<file path="config.mk">
export PLATFORM = sky130hd
export DESIGN_NAME = goldbach_prime_pair_finder
export DESIGN_NICKNAME = d
export VERILOG_FILES = /design/src/design/gpf_pkg.sv /design/src/design/gpf_rem_unit.sv /design/src/design/gpf_datapath.sv /design/src/design/gpf_sequencer.sv /design/src/design/goldbach_prime_pair_finder.sv
export VERILOG_INCLUDE_DIRS = /design/src /design/src/design
export SDC_FILE = /design/constraint.sdc
export NUM_CORES = 1
export LEC_CHECK = 0
export BUFFER_PORTS_ARGS = -buffer_cell sky130_fd_sc_hd__buf_4
export CAP_MARGIN = 20
export CORE_ASPECT_RATIO = 0.6
export CORE_MARGIN = 2
export CORE_UTILIZATION = 69
export DETAILED_ROUTE_END_ITERATION = 6
export PLACE_DENSITY = 0.95
export SYNTH_ARGS = -nofsm -noshare
export SYNTH_HDL_FRONTEND = slang
export SYNTH_HIERARCHICAL = 1
export SYNTH_SLANG_ARGS = --single-unit
</file>
<file path="constraint.sdc">
create_clock -name clk -period 11.39 [get_ports clk]
set_clock_uncertainty 0.05 [all_clocks]
set_input_delay 1.139 -clock clk [delete_from_list [all_inputs] [get_ports clk]]
set_output_delay 1.139 -clock clk [all_outputs]
set_load 0.03 [all_outputs]
</file>
<file path="src/design/goldbach_prime_pair_finder_macros.svh">
// ----------------------------------------------------------------------------
// Goldbach prime pair finder: assertion macros
// Shared property forms; the using module provides clk and arst_n.
// ----------------------------------------------------------------------------
`ifndef GOLDBACH_PRIME_PAIR_FINDER_MACROS_SVH
`define GOLDBACH_PRIME_PAIR_FINDER_MACROS_SVH

// same-cycle implication
`define GPF_ASSERT_IMP(lbl, ante, cons) \
	lbl: assert property (@(posedge clk) disable iff (!arst_n) (ante) |-> (cons)) \
		else $error("same-cycle implication violated");

// next-cycle implication
`define GPF_ASSERT_NXT(lbl, ante, cons) \
	lbl: assert property (@(posedge clk) disable iff (!arst_n) (ante) |=> (cons)) \
		else $error("next-cycle implication violated");

`endif

</file>
<file path="src/design/gpf_pkg.sv">
// ----------------------------------------------------------------------------
// gpf_pkg
// Widths, microcode types and status bundle of the prime pair finder.
// ----------------------------------------------------------------------------
package gpf_pkg;

	localparam int VALUE_WIDTH = 16;   // low target bits used by the search
	localparam int FIELD_WIDTH = 16;   // width of target and result ports
	localparam int UPC_W       = 5;    // microprogram counter width

	typedef enum logic [3:0] {
		OP_NOP,
		OP_LOAD_IN,     // offer in_ready, capture a request
		OP_P_INIT,      // p = 2
		OP_P_INC,       // p = p + 1
		OP_N_FROM_P,    // test p next
		OP_N_FROM_Q,    // test target - p next
		OP_D_INIT,      // d = 3
		OP_D_ADD2,      // d = d + 2
		OP_SQ_CALC,     // sq = d * d
		OP_DIV_START,   // start n % d
		OP_POST_FOUND,  // load result register with the pair
		OP_POST_NONE    // load result register with no pair
	} op_t;

	typedef enum logic [3:0] {
		C_NEVER,
		C_ALWAYS,
		C_NO_IN,
		C_T_ODD,
		C_P_GT_HALF,
		C_N_IS2,
		C_N_BAD,
		C_SQ_GT_N,
		C_DIV_BUSY,
		C_REM_ZERO,
		C_PHASE,
		C_OUT_FULL
	} cond_t;

	typedef struct packed {
		logic in_valid;
		logic t_odd;
		logic p_gt_half;
		logic n_is2;
		logic n_bad;
		logic sq_gt_n;
		logic div_busy;
		logic rem_zero;
		logic phase;
		logic out_full;
	} status_t;

	typedef struct packed {
		op_t              op;
		cond_t            cond;
		logic [UPC_W-1:0] jump;
	} ucode_t;

endpackage

</file>
<file path="src/design/gpf_rem_unit.sv">
// ----------------------------------------------------------------------------
// gpf_rem_unit
// Restoring remainder unit: one dividend bit per cycle, over all VALUE_WIDTH bits of the dividend.
// ----------------------------------------------------------------------------
module gpf_rem_unit
	import gpf_pkg::*;
(
	input  logic                   clk,
	input  logic                   arst_n,
	input  logic                   start,
	input  logic [VALUE_WIDTH-1:0] dividend,
	input  logic [VALUE_WIDTH-1:0] divisor,
	output logic                   busy,
	output logic [VALUE_WIDTH:0]   remainder
);

	localparam int CNT_W = $clog2(VALUE_WIDTH);

	logic                   busy_q;
	logic [CNT_W-1:0]       cnt_q;
	logic [VALUE_WIDTH-1:0] dvd_q;
	logic [VALUE_WIDTH-1:0] dvs_q;
	logic [VALUE_WIDTH:0]   rem_q;
	logic [VALUE_WIDTH:0]   shifted;
	logic [VALUE_WIDTH:0]   diff;

	assign shifted = {rem_q[VALUE_WIDTH-1:0], dvd_q[VALUE_WIDTH-1]};
	assign diff    = shifted - {1'b0, dvs_q};

	always_ff @(posedge clk or negedge arst_n) begin
		if (!arst_n) begin
			busy_q <= 1'b0;
			cnt_q  <= '0;
		end else if (start) begin
			busy_q <= 1'b1;
			cnt_q  <= '0;
		end else if (busy_q) begin
			cnt_q <= cnt_q + 1'b1;
			if (cnt_q == CNT_W'(VALUE_WIDTH - 1)) begin
				busy_q <= 1'b0;
			end
		end
	end

	always_ff @(posedge clk) begin
		if (start) begin
			dvd_q <= dividend;
			dvs_q <= divisor;
			rem_q <= '0;
		end else if (busy_q) begin
			dvd_q <= {dvd_q[VALUE_WIDTH-2:0], 1'b0};
			// keep the difference unless it went negative
			rem_q <= diff[VALUE_WIDTH] ? shifted : diff;
		end
	end

	assign busy      = busy_q;
	assign remainder = rem_q;

endmodule

</file>
<file path="src/design/gpf_datapath.sv">
// ----------------------------------------------------------------------------
// gpf_datapath
// Working registers, square, remainder unit and result register,
// driven by one microcode operation per cycle.
// ----------------------------------------------------------------------------
`include "goldbach_prime_pair_finder_macros.svh"

module gpf_datapath
	import gpf_pkg::*;
(
	input  logic                   clk,
	input  logic                   arst_n,
	input  op_t                    op,
	output status_t                status,
	input  logic                   in_valid,
	output logic                   in_ready,
	input  logic [FIELD_WIDTH-1:0] target,
	output logic                   out_valid,
	input  logic                   out_ready,
	output logic [FIELD_WIDTH-1:0] target_echo,
	output logic                   found,
	output logic [FIELD_WIDTH-1:0] smaller_prime,
	output logic [FIELD_WIDTH-1:0] larger_prime
);

	logic [VALUE_WIDTH-1:0]   tgt_q;
	logic [FIELD_WIDTH-1:0]   echo_q;
	logic [VALUE_WIDTH-1:0]   p_q;
	logic [VALUE_WIDTH-1:0]   n_q;
	logic [VALUE_WIDTH-1:0]   d_q;
	logic [2*VALUE_WIDTH-1:0] sq_q;
	logic                     phase_q;
	logic [VALUE_WIDTH-1:0]   q_val;
	logic                     div_start;
	logic                     div_busy;
	logic [VALUE_WIDTH:0]     rem;

	logic                   out_valid_q;
	logic                   found_q;
	logic [FIELD_WIDTH-1:0] echo_out_q;
	logic [FIELD_WIDTH-1:0] small_q;
	logic [FIELD_WIDTH-1:0] large_q;

	assign in_ready  = (op == OP_LOAD_IN);
	assign q_val     = tgt_q - p_q;
	assign div_start = (op == OP_DIV_START);

	gpf_rem_unit u_rem (
		.clk       (clk),
		.arst_n    (arst_n),
		.start     (div_start),
		.dividend  (n_q),
		.divisor   (d_q),
		.busy      (div_busy),
		.remainder (rem)
	);

	always_comb begin
		status.in_valid  = in_valid;
		status.t_odd     = tgt_q[0];
		status.p_gt_half = p_q > (tgt_q >> 1);
		status.n_is2     = (n_q == VALUE_WIDTH'(2));
		status.n_bad     = (n_q[VALUE_WIDTH-1:1] == '0) || !n_q[0];
		status.sq_gt_n   = sq_q > (2*VALUE_WIDTH)'(n_q);
		status.div_busy  = div_busy;
		status.rem_zero  = (rem == '0);
		status.phase     = phase_q;
		status.out_full  = out_valid_q;
	end

	// working registers: payload only
	always_ff @(posedge clk) begin
		case (op)
			OP_LOAD_IN: begin
				if (in_valid) begin
					tgt_q  <= VALUE_WIDTH'(target);
					echo_q <= target;
				end
			end
			OP_P_INIT:   p_q  <= VALUE_WIDTH'(2);
			OP_P_INC:    p_q  <= p_q + 1'b1;
			OP_N_FROM_P: begin
				n_q     <= p_q;
				phase_q <= 1'b0;
			end
			OP_N_FROM_Q: begin
				n_q     <= q_val;
				phase_q <= 1'b1;
			end
			OP_D_INIT:   d_q  <= VALUE_WIDTH'(3);
			OP_D_ADD2:   d_q  <= d_q + VALUE_WIDTH'(2);
			OP_SQ_CALC:  sq_q <= d_q * d_q;
			default: ;
		endcase
	end

	// result register
	always_ff @(posedge clk or negedge arst_n) begin
		if (!arst_n) begin
			out_valid_q <= 1'b0;
		end else if (op == OP_POST_FOUND || op == OP_POST_NONE) begin
			out_valid_q <= 1'b1;
		end else if (out_ready) begin
			out_valid_q <= 1'b0;
		end
	end

	always_ff @(posedge clk) begin
		if (op == OP_POST_FOUND) begin
			found_q    <= 1'b1;
			echo_out_q <= echo_q;
			small_q    <= FIELD_WIDTH'(p_q);
			large_q    <= FIELD_WIDTH'(q_val);
		end else if (op == OP_POST_NONE) begin
			found_q    <= 1'b0;
			echo_out_q <= echo_q;
			small_q    <= '0;
			large_q    <= '0;
		end
	end

	assign out_valid     = out_valid_q;
	assign target_echo   = echo_out_q;
	assign found         = found_q;
	assign smaller_prime = small_q;
	assign larger_prime  = large_q;

	`GPF_ASSERT_IMP(a_post_slot_free, op == OP_POST_FOUND || op == OP_POST_NONE, !out_valid_q)
	`GPF_ASSERT_IMP(a_div_idle_start, div_start, !div_busy)
	`GPF_ASSERT_IMP(a_no_pair_zero, out_valid_q && !found_q, small_q == '0 && large_q == '0)
	`GPF_ASSERT_NXT(a_pair_ordered, op == OP_POST_FOUND, small_q <= large_q)

endmodule

</file>
<file path="src/design/gpf_sequencer.sv">
// ----------------------------------------------------------------------------
// gpf_sequencer
// Microprogram ROM and step counter with conditional jumps.
// ----------------------------------------------------------------------------
module gpf_sequencer
	import gpf_pkg::*;
(
	input  logic    clk,
	input  logic    arst_n,
	input  status_t status,
	output op_t     op
);

	localparam logic [UPC_W-1:0] S_IDLE   = UPC_W'(0);
	localparam logic [UPC_W-1:0] S_PLOOP  = UPC_W'(2);
	localparam logic [UPC_W-1:0] S_TEST   = UPC_W'(4);
	localparam logic [UPC_W-1:0] S_DLOOP  = UPC_W'(6);
	localparam logic [UPC_W-1:0] S_DWAIT  = UPC_W'(9);
	localparam logic [UPC_W-1:0] S_PRIME  = UPC_W'(12);
	localparam logic [UPC_W-1:0] S_COMPOS = UPC_W'(14);
	localparam logic [UPC_W-1:0] S_FOUND  = UPC_W'(15);
	localparam logic [UPC_W-1:0] S_NONE   = UPC_W'(17);

	function automatic ucode_t urom(input logic [UPC_W-1:0] a);
		ucode_t w;
		case (a)
			5'd0:  w = '{OP_LOAD_IN,    C_NO_IN,     S_IDLE};
			5'd1:  w = '{OP_P_INIT,     C_T_ODD,     S_NONE};
			5'd2:  w = '{OP_NOP,        C_P_GT_HALF, S_NONE};
			5'd3:  w = '{OP_N_FROM_P,   C_NEVER,     S_IDLE};
			5'd4:  w = '{OP_D_INIT,     C_N_IS2,     S_PRIME};
			5'd5:  w = '{OP_NOP,        C_N_BAD,     S_COMPOS};
			5'd6:  w = '{OP_SQ_CALC,    C_NEVER,     S_IDLE};
			5'd7:  w = '{OP_NOP,        C_SQ_GT_N,   S_PRIME};
			5'd8:  w = '{OP_DIV_START,  C_NEVER,     S_IDLE};
			5'd9:  w = '{OP_NOP,        C_DIV_BUSY,  S_DWAIT};
			5'd10: w = '{OP_D_ADD2,     C_REM_ZERO,  S_COMPOS};
			5'd11: w = '{OP_NOP,        C_ALWAYS,    S_DLOOP};
			// phase is still the old one here: set means q was just tested
			5'd12: w = '{OP_N_FROM_Q,   C_PHASE,     S_FOUND};
			5'd13: w = '{OP_NOP,        C_ALWAYS,    S_TEST};
			5'd14: w = '{OP_P_INC,      C_ALWAYS,    S_PLOOP};
			5'd15: w = '{OP_NOP,        C_OUT_FULL,  S_FOUND};
			5'd16: w = '{OP_POST_FOUND, C_ALWAYS,    S_IDLE};
			5'd17: w = '{OP_NOP,        C_OUT_FULL,  S_NONE};
			5'd18: w = '{OP_POST_NONE,  C_ALWAYS,    S_IDLE};
			default: w = '{OP_NOP,      C_ALWAYS,    S_IDLE};
		endcase
		return w;
	endfunction

	logic [UPC_W-1:0] upc_q;
	ucode_t           uw;
	logic             take;

	assign uw = urom(upc_q);
	assign op = uw.op;

	always_comb begin
		case (uw.cond)
			C_NEVER:     take = 1'b0;
			C_ALWAYS:    take = 1'b1;
			C_NO_IN:     take = !status.in_valid;
			C_T_ODD:     take = status.t_odd;
			C_P_GT_HALF: take = status.p_gt_half;
			C_N_IS2:     take = status.n_is2;
			C_N_BAD:     take = status.n_bad;
			C_SQ_GT_N:   take = status.sq_gt_n;
			C_DIV_BUSY:  take = status.div_busy;
			C_REM_ZERO:  take = status.rem_zero;
			C_PHASE:     take = status.phase;
			C_OUT_FULL:  take = status.out_full;
			default:     take = 1'b0;
		endcase
	end

	always_ff @(posedge clk or negedge arst_n) begin
		if (!arst_n) begin
			upc_q <= S_IDLE;
		end else begin
			upc_q <= take ? uw.jump : upc_q + 1'b1;
		end
	end

endmodule

</file>
<file path="src/design/goldbach_prime_pair_finder.sv">
// ----------------------------------------------------------------------------
// goldbach_prime_pair_finder
// Splits an even target into the prime pair with the smallest p.
// ----------------------------------------------------------------------------
// One request in, one result out. A microprogram walks p upward from 2 and
// tests p and then target - p by trial division with odd divisors from 3
// while d*d <= n. Odd targets skip the search. Each trial divisor goes
// through the shared remainder unit, which retires one dividend bit per
// cycle; the total per request is the sum of those trials over every p
// visited and so grows with the target. One request is worked at a time;
// the next is taken as soon as the result is loaded into the output
// register, even if that result is not yet taken.
// ----------------------------------------------------------------------------
module goldbach_prime_pair_finder
	import gpf_pkg::*;
(
	input  logic                   clk,
	input  logic                   arst_n,
	input  logic                   in_valid,
	output logic                   in_ready,
	input  logic [FIELD_WIDTH-1:0] target,
	output logic                   out_valid,
	input  logic                   out_ready,
	output logic [FIELD_WIDTH-1:0] target_echo,
	output logic                   found,
	output logic [FIELD_WIDTH-1:0] smaller_prime,
	output logic [FIELD_WIDTH-1:0] larger_prime
);

	op_t     op;
	status_t status;

	gpf_sequencer u_seq (
		.clk    (clk),
		.arst_n (arst_n),
		.status (status),
		.op     (op)
	);

	gpf_datapath u_dp (
		.clk           (clk),
		.arst_n        (arst_n),
		.op            (op),
		.status        (status),
		.in_valid      (in_valid),
		.in_ready      (in_ready),
		.target        (target),
		.out_valid     (out_valid),
		.out_ready     (out_ready),
		.target_echo   (target_echo),
		.found         (found),
		.smaller_prime (smaller_prime),
		.larger_prime  (larger_prime)
	);

endmodule

</file>
After elaboration in Yosys (flattened, before gate mapping)
Memories as Yosys holds them, arrays and structs flattened.
Index checks and enable logic that the tools add are counted.
Widths: inputs -> output; s select.
{"block": "totals", "mem_bits_ro": 416, "out_inout_bits": 51, "in_bits": 20, "reg_bits": 206, "mem_count": 1, "wordCells": 85}
{"memory": "(name not given)", "words": 32, "width": 13, "read_ports": 1, "rd_ports_with_merged_regs": 0, "wr": 0, "line_no": "gpf_sequencer.sv:26", "rtl": "case (a)"}
{"block": "op_classes", "mul": 1, "magnitude_cmp": 2, "n_mux": 21, "addsub": 6, "eq_ne": 24, "n_reduce_logical": 13}
{"operator": "$mux 16", "count": 7}
{"operator": "$pmux 16 s2", "count": 3}
{"operator": "$eq 4x4->1 const B", "count": 9}
{"operator": "$eq 4x3->1 const B", "count": 8}
{"operator": "$gt 32x16->1", "count": 1}
{"operator": "$mul 16x16->32", "count": 1}
{"operator": "$logic_not 17->1", "count": 1}
{"operator": "$mux 17", "count": 1}
{"operator": "$sub 17x16->17", "count": 1}
{"operator": "$add 16x1->16 const B", "count": 1}
{"operator": "$add 16x2->16 const B", "count": 1}
{"operator": "$eq 16x2->1 const B", "count": 1}
{"operator": "$eq 4x2->1 const B", "count": 4}
{"operator": "$gt 16x15->1", "count": 1}
{"operator": "$sub 16x16->16", "count": 1}
{"operator": "$logic_not 15->1", "count": 1}
{"operator": "$reduce_bool 2->1", "count": 6}
{"operator": "$pmux 1 s11", "count": 1}
{"operator": "$eq 4x1->1 const B", "count": 2}
{"operator": "$mux 4", "count": 2}
{"operator": "$add 5x1->5 const B", "count": 1}
{"operator": "$mux 1", "count": 5}
{"operator": "$mux 5", "count": 1}
{"operator": "$add 4x1->4 const B", "count": 1}
{"operator": "other kinds (4)", "count": 6}

Depth between registers and ports, before layout
Gate-level depths: netlist of run 1.
{"block": "depth", "ltp_word": 4, "ltp_mapped": 25, "depth_no_buf": 23}

Cells and area by module
The synthesis of run 1 kept the hierarchy.
{"mod": "gpf_datapath", "seq_area_each_um2": 4309.1, "instances": 1, "area_each_um2": 13874.6, "cells_each": 1345}
{"mod": "gpf_rem_unit", "seq_area_each_um2": 1426.4, "instances": 1, "area_each_um2": 2970.3, "cells_each": 281}
{"mod": "gpf_sequencer", "seq_area_each_um2": 125.1, "instances": 1, "area_each_um2": 802.0, "cells_each": 98}

Least setup slack after synthesis of run 1
OpenSTA, ideal clock, no wires.
{"block": "synth_timing", "path_kind": "reg-to-reg", "from": "reg u_dp.d_q[9]", "to": "reg u_dp.sq_q[23] (data pin)", "setup_ps": 258, "path_buffers": 1, "required_time_ps": 11082, "path_stages_with_launch": 25, "arrival_time_ps": 5957, "synth_period_minus_slack_ps": 6264, "path_slack_ps": 5126, "cell_sequence": "edfxtp_1 > buf_2 > clkinv_1 > nor2_1 > inv_1 > fa_1 > inv_1 > fa_1 > inv_1 > fa_1 > inv_1 > fa_1 > fa_1 > inv_1 > fa_1 > inv_1 > ha_1 > a21oi_1 > o21a_1 > a2bb2oi_2 > a21bo_2 > a21bo_1 > a21o_1 > a21oi_2 > xnor2_1"}
{"block": "synth_between", "elab_chain_len": 1}
{"element": "start, declared", "line_no": "gpf_datapath.sv:30", "rtl": "logic [VALUE_WIDTH-1:0] d_q;"}
{"element": "start signal, assigned", "line_no": "gpf_datapath.sv:91", "rtl": "OP_D_ADD2: d_q <= d_q + VALUE_WIDTH'(2);"}
{"element": "$mul 16x16->32", "line_no": "gpf_datapath.sv:92", "rtl": "OP_SQ_CALC: sq_q <= d_q * d_q;"}
{"element": "end signal, assigned", "line_no": "gpf_datapath.sv:92"}
{"element": "end, declared", "line_no": "gpf_datapath.sv:31", "rtl": "logic [2*VALUE_WIDTH-1:0] sq_q;"}
Every way passes these cells.
A chain may end at the register's enable or synchronous reset.

Worst setup path after layout of run 1
{"block": "layout_timing", "from": "reg u_dp.d_q[9]", "to": "reg u_dp.sq_q[24] (data pin)"}
The elaborated chain is that of the path after synthesis.

==> results of run 1 <==
## per-stage QoR
step                util, %  instance area (um2)  cells  setup WS [ns]  hold WS, ns
floorplan                 -                17650   1724          5.126       0.3744
global placement      72.98                18410   2077          4.610       0.3849
detailed placement    72.98                18410   2077          4.392       0.4205
CTS                   75.70                19090   2115          4.284       0.3753
global route          75.70                19090   2115          3.900       0.3708
finish                75.70                19090   2115          4.105       0.3807
## cell type report
cell class	instances	area, um2
Clock buffer	26	554.3
Timing Repair Buffer	76	570.5
Tap cell	329	411.6
Multi-Input combinational cell	1123	10270
Clock inverter	12	132.6
Inverter	346	1299
Fill cell	1494	6130
Sequential cell	203	5861
## state kept, by name, summed over array words and instances, names as in the netlist, 4 cells and up
register,count
u_dp/target_echo,16
u_dp/sq_q,30
u_dp/larger_prime,16
u_dp/smaller_prime,16
u_dp/n_q,16
u_seq/upc_q,5
u_dp/u_rem/cnt_q,4
u_dp/p_q,16
u_dp/echo_q,16
u_dp/d_q,15
u_dp/u_rem/remainder,17
u_dp/u_rem/dvd_q,16
u_dp/u_rem/dvs_q,16
## cells by family after synthesis
group / after synthesis / share of synthesized area [%]
and+or+nand+nor: 440 / 11.78
buffers and inverters: 398 / 8.742
adders and majority gates: 340 / 31.13
AOI/OAI and AO/OA: 223 / 8.749
DFF: 203 / 33.21
xor gates and xnor gates: 80 / 3.971
muxes: 39 / 2.404
other: 1 / 0.02125
## per-layer routing
| layer | vias up | share of wire, % | global-route usage (%) |
|---|---|---|---|
| met5 | - | 0.049 | 0 |
| met4 | 4 | 3.3 | 10.65 |
| met3 | 176 | 14 | 11.29 |
| met2 | 991 | 44 | 55.80 |
| met1 | 6558 | 39 | 48.79 |
| li1 | 5767 | - | - |
## critical path, stage by stage (launching register included)
cell	delay, ns
sky130_fd_sc_hd__edfxtp_1	0.75
sky130_fd_sc_hd__clkinv_1	0.45
sky130_fd_sc_hd__nor2_1	0.30
sky130_fd_sc_hd__inv_1	0.09
sky130_fd_sc_hd__fa_1	0.56
sky130_fd_sc_hd__inv_1	0.08
sky130_fd_sc_hd__fa_1	0.52
sky130_fd_sc_hd__inv_1	0.05
sky130_fd_sc_hd__fa_1	0.48
sky130_fd_sc_hd__inv_1	0.06
sky130_fd_sc_hd__fa_1	0.52
sky130_fd_sc_hd__fa_1	0.57
sky130_fd_sc_hd__inv_1	0.07
sky130_fd_sc_hd__fa_1	0.54
sky130_fd_sc_hd__inv_1	0.04
sky130_fd_sc_hd__ha_1	0.34
sky130_fd_sc_hd__a21oi_1	0.15
sky130_fd_sc_hd__o21a_1	0.20
sky130_fd_sc_hd__a2bb2oi_2	0.14
sky130_fd_sc_hd__a21bo_2	0.30
sky130_fd_sc_hd__o21ai_1	0.24
sky130_fd_sc_hd__a21oi_1	0.16
sky130_fd_sc_hd__a31oi_1	0.24
sky130_fd_sc_hd__xnor2_1	0.09
## worst paths after layout
check                      cells past startpoint  slack (ns)             endpoint
setup reg to reg                              23        4.10        u_dp/sq_q[24]
min in group clk                               2        0.45           u_dp/found
hold / removal                                 1        0.38       u_seq/upc_q[0]
setup / recovery                              23        4.10        u_dp/sq_q[24]
max in group asynchronous                      1       10.76  u_dp/u_rem/cnt_q[2]
hold reg to reg                                2        0.45           u_dp/found
## synthesized netlist by cell type (all sizes together) (14+ instances only)
| master | n |
|---|---|
| inv | 341 |
| ha | 175 |
| edfxtp | 174 |
| fa | 165 |
| nor2 | 156 |
| nand2 | 118 |
| a21oi | 59 |
| xnor2 | 53 |
| o21ai | 52 |
| clkbuf | 35 |
| a21o | 29 |
| xor2 | 27 |
| nand3 | 25 |
| mux2 | 21 |
| nor3 | 21 |
| and2 | 18 |
| dfxtp | 18 |
| mux2i | 18 |
| buf | 17 |
| nor4 | 16 |
| nand2b | 15 |
| nor2b | 15 |
| nand4 | 14 |
==> results.sh, run 1 <==
export IMPL_run_status="finished with violations"
export IMPL_failing_checks="DRC"
export IMPL_critical_path_required_ns=11.61
export IMPL_timing_rr_start="u_dp/d_q[9]"
export IMPL_cts_root_to_sink_buffers=3
export IMPL_path_clk_slew_ns=0.07
export IMPL_synth_largest_type_area_fraction_pct=29.61
export IMPL_synthDominantAreaCellType="sky130_fd_sc_hd__edfxtp_1"
export IMPL_crit_fanout=12
export IMPL_mostFrequentLayoutCell="sky130_fd_sc_hd__inv_1"
export IMPL_cts_sinks=203
export IMPL_synth_yosys_seq_area_share_pct=33.21
export IMPL_synth_enable_flop_cells=174
export IMPL_max_slew_worst_pin_slew_ns=1.120
export IMPL_max_freq_ghz=0.1373
export IMPL_avg_vias_per_cell=6.381
export IMPL_io_pins=71
export IMPL_grt_remaining_overflow=0
export IMPL_inserted_diodes=0
export IMPL_maximum_number_of_pins_on_one_net_before_global_route_repair=60
export IMPL_grt_use_total_pct=35.81
export IMPL_route_vias_total=13500
export IMPL_yosys_top_cells_area="sky130_fd_sc_hd__edfxtp_1 (30%), sky130_fd_sc_hd__fa_1 (19%), sky130_fd_sc_hd__ha_1 (12%)"
export IMPL_die_width_um=210.5
export IMPL_max_slew_margin_pct=25.17
export IMPL_cts_resized=0
export IMPL_gp_congestion=1.012
export IMPL_final_max_slew_viol_count=0
export IMPL_hold_violations=0
export IMPL_port_buffer_count=70
export IMPL_crit_path_start="u_dp/d_q[9]"
export IMPL_first_global_vias=13900
export IMPL_post_route_drc_count=18
export IMPL_synth_cell_type_count=87
export IMPL_register_bit_count_reported_by_yosys=203
export IMPL_setup_viol=0
export IMPL_startpoint_type="flip-flop"
export IMPL_netlist_instances=1724
export IMPL_setup_fix_bufs_post_cts=0
export IMPL_fp_dieArea_mm2=0.02691
export IMPL_syn_avg_cell_area_um2=10.24
export IMPL_synth_yosys_warnings=6
export IMPL_clock_tree_root_cell="sky130_fd_sc_hd__clkbuf_16"
export IMPL_arrival_ns=7.50
export IMPL_grt_antenna_before_repair=2
export IMPL_detail_route_iter0_violations=1838
export IMPL_drtPass1Iterations=7
export IMPL_ys_flop_type="sky130_fd_sc_hd__edfxtp_1"
export IMPL_async_flop_share_pct=5.419
export IMPL_post_cts_hold_buffer_count=0
export IMPL_period_minus_slack_ns=7.285
export IMPL_hpwl_reported_at_the_end_of_detailed_placement_mm=33.84
export IMPL_total_negative_setup_slacks_ns=0
export IMPL_std_cell_rows=45
export IMPL_worstSetupEndpointType="flip-flop"
export IMPL_fin_nets=2131
export IMPL_hold_path_class="in -> async"
export IMPL_first_pass_grt_wire_length_mm=74.33
export IMPL_total_clock_buffers_created_by_cts=21
export IMPL_start_util_pct=69.96
export IMPL_detail_route_wirelength_mm=46.52
export IMPL_unrepaired_setup_endpoints_after_global_routing="no"
export IMPL_postSynthNetCount=2084
export IMPL_area_delta_synth_final_pct=8.204
export IMPL_worst_skew_pair_late_latency_ns=0.53
export IMPL_routed_wire_length_per_instance_um=22.00
export IMPL_tritoncts="yes"
export IMPL_die_height_um=127.9
export IMPL_mappedNetlistArea_mm2=0.01765
export IMPL_drt_antenna_violating_nets=0
export IMPL_setup_worst_path_class="reg -> reg"
export IMPL_core_mm2=0.02522
export IMPL_timing_max_cap_violations=0
export IMPL_cts_htree_levels=1
export IMPL_drive_gt1_share_pct=9.742
export IMPL_layout_worst_path_cycle_share_pct=63.96
export IMPL_layout_common_cells="sky130_fd_sc_hd__inv_1 (336), sky130_fd_sc_hd__ha_1 (175), sky130_fd_sc_hd__edfxtp_1 (174)"
Power of run 1 is not shown: default switching activity piles up to over one toggle a cycle in this logic, so the estimate is an artifact.
==> inputs of run 2 (changes only) <==
- CORE_UTILIZATION: 69 -> 64
- PLACE_DENSITY: 0.95 -> 0.92
- clock period: 11.39 -> 7.3 ns (I/O delays scaled with it)
==> run 2 against run 1 <==
The flow now finishes without violations. Maximum frequency is 8.5% higher. Critical path depth is 4 lower. Via count is 2.3% lower. Register-to-register slack worse by 3.5 ns. Non-clock buffer count is 16 higher. Global-route usage is 4.2 points lower. Sequential share of layout area is 0.20 points lower. Final area is 0.65% higher. Worst hold slack worse by 0.049 ns. First-iteration DRC count is 0.54% lower. Flip-flop and latch count stayed put. Die area is 7.6% higher.
==> results.sh, run 2 (synthesized netlist as in run 1, its figures left out) <==
export IMPL_area_delta_synth_final_pct=8.905
export IMPL_grt_antenna_before_repair=2
export IMPL_first_global_vias=13430
export IMPL_drtPass1Iterations=6
export IMPL_post_cts_hold_buffer_count=1
export IMPL_grt_use_total_pct=31.57
export IMPL_clock_tree_root_cell="sky130_fd_sc_hd__clkbuf_16"
export IMPL_cts_htree_levels=1
export IMPL_path_clk_slew_ns=0.07
export IMPL_routed_wire_length_per_instance_um=20.41
export IMPL_route_vias_total=13180
export IMPL_start_util_pct=64.53
export IMPL_layout_common_cells="sky130_fd_sc_hd__inv_1 (336), sky130_fd_sc_hd__ha_1 (175), sky130_fd_sc_hd__edfxtp_1 (174)"
export IMPL_final_max_slew_viol_count=0
export IMPL_drive_gt1_share_pct=10.38
export IMPL_largest_register_ffs=30
export IMPL_timing_max_cap_violations=0
export IMPL_port_buffer_count=70
export IMPL_cts_resized=0
export IMPL_gp_congestion=1.003
export IMPL_max_slew_worst_pin_slew_ns=1.048
export IMPL_setup_viol=0
export IMPL_worst_skew_pair_late_latency_ns=0.52
export IMPL_hold_violations=0
export IMPL_run_status="finished, final reports clean"
export IMPL_mostFrequentLayoutCell="sky130_fd_sc_hd__inv_1"
export IMPL_fin_nets=2147
export IMPL_hold_path_class="in -> reg"
export IMPL_post_route_drc_count=0
export IMPL_crit_fanout=16
export IMPL_dpl_cell_count=2130
export IMPL_post_layout_nonfiller_instances=2169
export IMPL_std_cell_rows=47
export IMPL_max_slew_margin_pct=30.14
export IMPL_drt_antenna_violating_nets=0
export IMPL_cts_root_to_sink_buffers=3
export IMPL_fp_dieArea_mm2=0.02896
export IMPL_setup_worst_path_class="reg -> reg"
export IMPL_detail_route_iter0_violations=1828
export IMPL_total_clock_buffers_created_by_cts=21
export IMPL_first_pass_grt_wire_length_mm=71.39
export IMPL_arrival_ns=6.93
export IMPL_cts_sinks=203
export IMPL_max_freq_ghz=0.1490
export IMPL_registers_top_by_ff_count="u_dp/sq_q"
export IMPL_fillers=1790
export IMPL_tritoncts="yes"
export IMPL_hpwl_reported_at_the_end_of_detailed_placement_mm=33.39
export IMPL_core_mm2=0.02735
export IMPL_grt_remaining_overflow=0
export IMPL_detail_route_wirelength_mm=44.27
export IMPL_unrepaired_setup_endpoints_after_global_routing="no"
export IMPL_setup_fix_bufs_post_cts=0
export IMPL_die_width_um=218.4
export IMPL_setup_reg_to_reg_worst_slack_ns=0.59
export IMPL_maximum_number_of_pins_on_one_net_before_global_route_repair=60
export IMPL_period_minus_slack_ns=6.712
export IMPL_critical_path_required_ns=7.52
export IMPL_worstSetupEndpointType="flip-flop"
export IMPL_startpoint_type="flip-flop"
export IMPL_place_area_mm2=0.01857
export IMPL_fin_util_pct=70.28
export IMPL_total_negative_setup_slacks_ns=0
export IMPL_layout_worst_path_cycle_share_pct=91.94
export IMPL_fin_area_mm2=0.01922
export IMPL_die_height_um=132.6
export IMPL_io_pins=71
export IMPL_avg_vias_per_cell=6.077
## run 2: changes by cell type in the layout (fill, tap and decap cells not counted), sizes merged, moves of 2 or more
cell	before	now
clkbuf	26	28
clkinvlp	5	2
buf	76	91
clkinv	7	9
bufinv	2	0
## run 2: cell type report
type | count | area (um2) | area share [%]
inverter | 346 | 1299 | 6.758
clock inverter | 9 | 66.31 | 0.3451
tap | 367 | 459.2 | 2.389
multi-input combinational | 1123 | 10270 | 53.42
sequential | 203 | 5861 | 30.49
clock buffer | 28 | 571.8 | 2.975
antenna | 1 | 2.502 | 0.01302
timing repair buffer | 92 | 693.2 | 3.607
## run 2: worst paths after layout
path	from	end	cells after the start
worst max-delay path	u_dp/d_q[4]	u_dp/sq_q[31]	19
worst min-delay path	target[8]	u_dp/echo_q[8]	1
worst max register to register	u_dp/d_q[4]	u_dp/sq_q[31]	19
worst min register to register	u_dp/found	u_dp/found	2
max in group asynchronous	arst_n	u_seq/upc_q[3]	2
min in group asynchronous	arst_n	u_seq/upc_q[1]	2
## run 2: routing by layer
layer | wire length, um | track usage [%] | part of all wire [%] | up-vias
met4 | 974 | 7.067 | 2.2 | 2
li1 | - | - | - | 5796
met5 | 13 | 0 | 0.029 | -
met1 | 17960 | 45.57 | 41 | 6397
met3 | 5706 | 9.448 | 13 | 106
met2 | 19610 | 47.35 | 44 | 881
## run 2: metrics by stage
stage / hold WS [ns] / setup WS, ns
finish: 0.3314 / 0.5881
global route: 0.3211 / 0.2857
CTS: 0.3276 / 0.6881
detailed placement: 0.3867 / 0.7537
global placement: 0.3852 / 0.9549
floorplan: 0.3744 / 1.036
## run 2: critical path, stage by stage, from the launching register on
cell,delay (ns)
sky130_fd_sc_hd__edfxtp_1,0.81
sky130_fd_sc_hd__nand2_1,0.19
sky130_fd_sc_hd__fa_1,0.63
sky130_fd_sc_hd__inv_1,0.07
sky130_fd_sc_hd__fa_1,0.51
sky130_fd_sc_hd__fa_1,0.56
sky130_fd_sc_hd__fa_1,0.55
sky130_fd_sc_hd__fa_1,0.56
sky130_fd_sc_hd__inv_1,0.06
sky130_fd_sc_hd__fa_1,0.54
sky130_fd_sc_hd__inv_1,0.05
sky130_fd_sc_hd__ha_1,0.34
sky130_fd_sc_hd__a21oi_1,0.19
sky130_fd_sc_hd__o21a_1,0.21
sky130_fd_sc_hd__a2bb2oi_2,0.14
sky130_fd_sc_hd__a21bo_2,0.29
sky130_fd_sc_hd__a211oi_4,0.28
sky130_fd_sc_hd__o21ai_1,0.17
sky130_fd_sc_hd__a21oi_2,0.19
sky130_fd_sc_hd__xnor2_1,0.08
Power of run 2 is left out for the same reason.
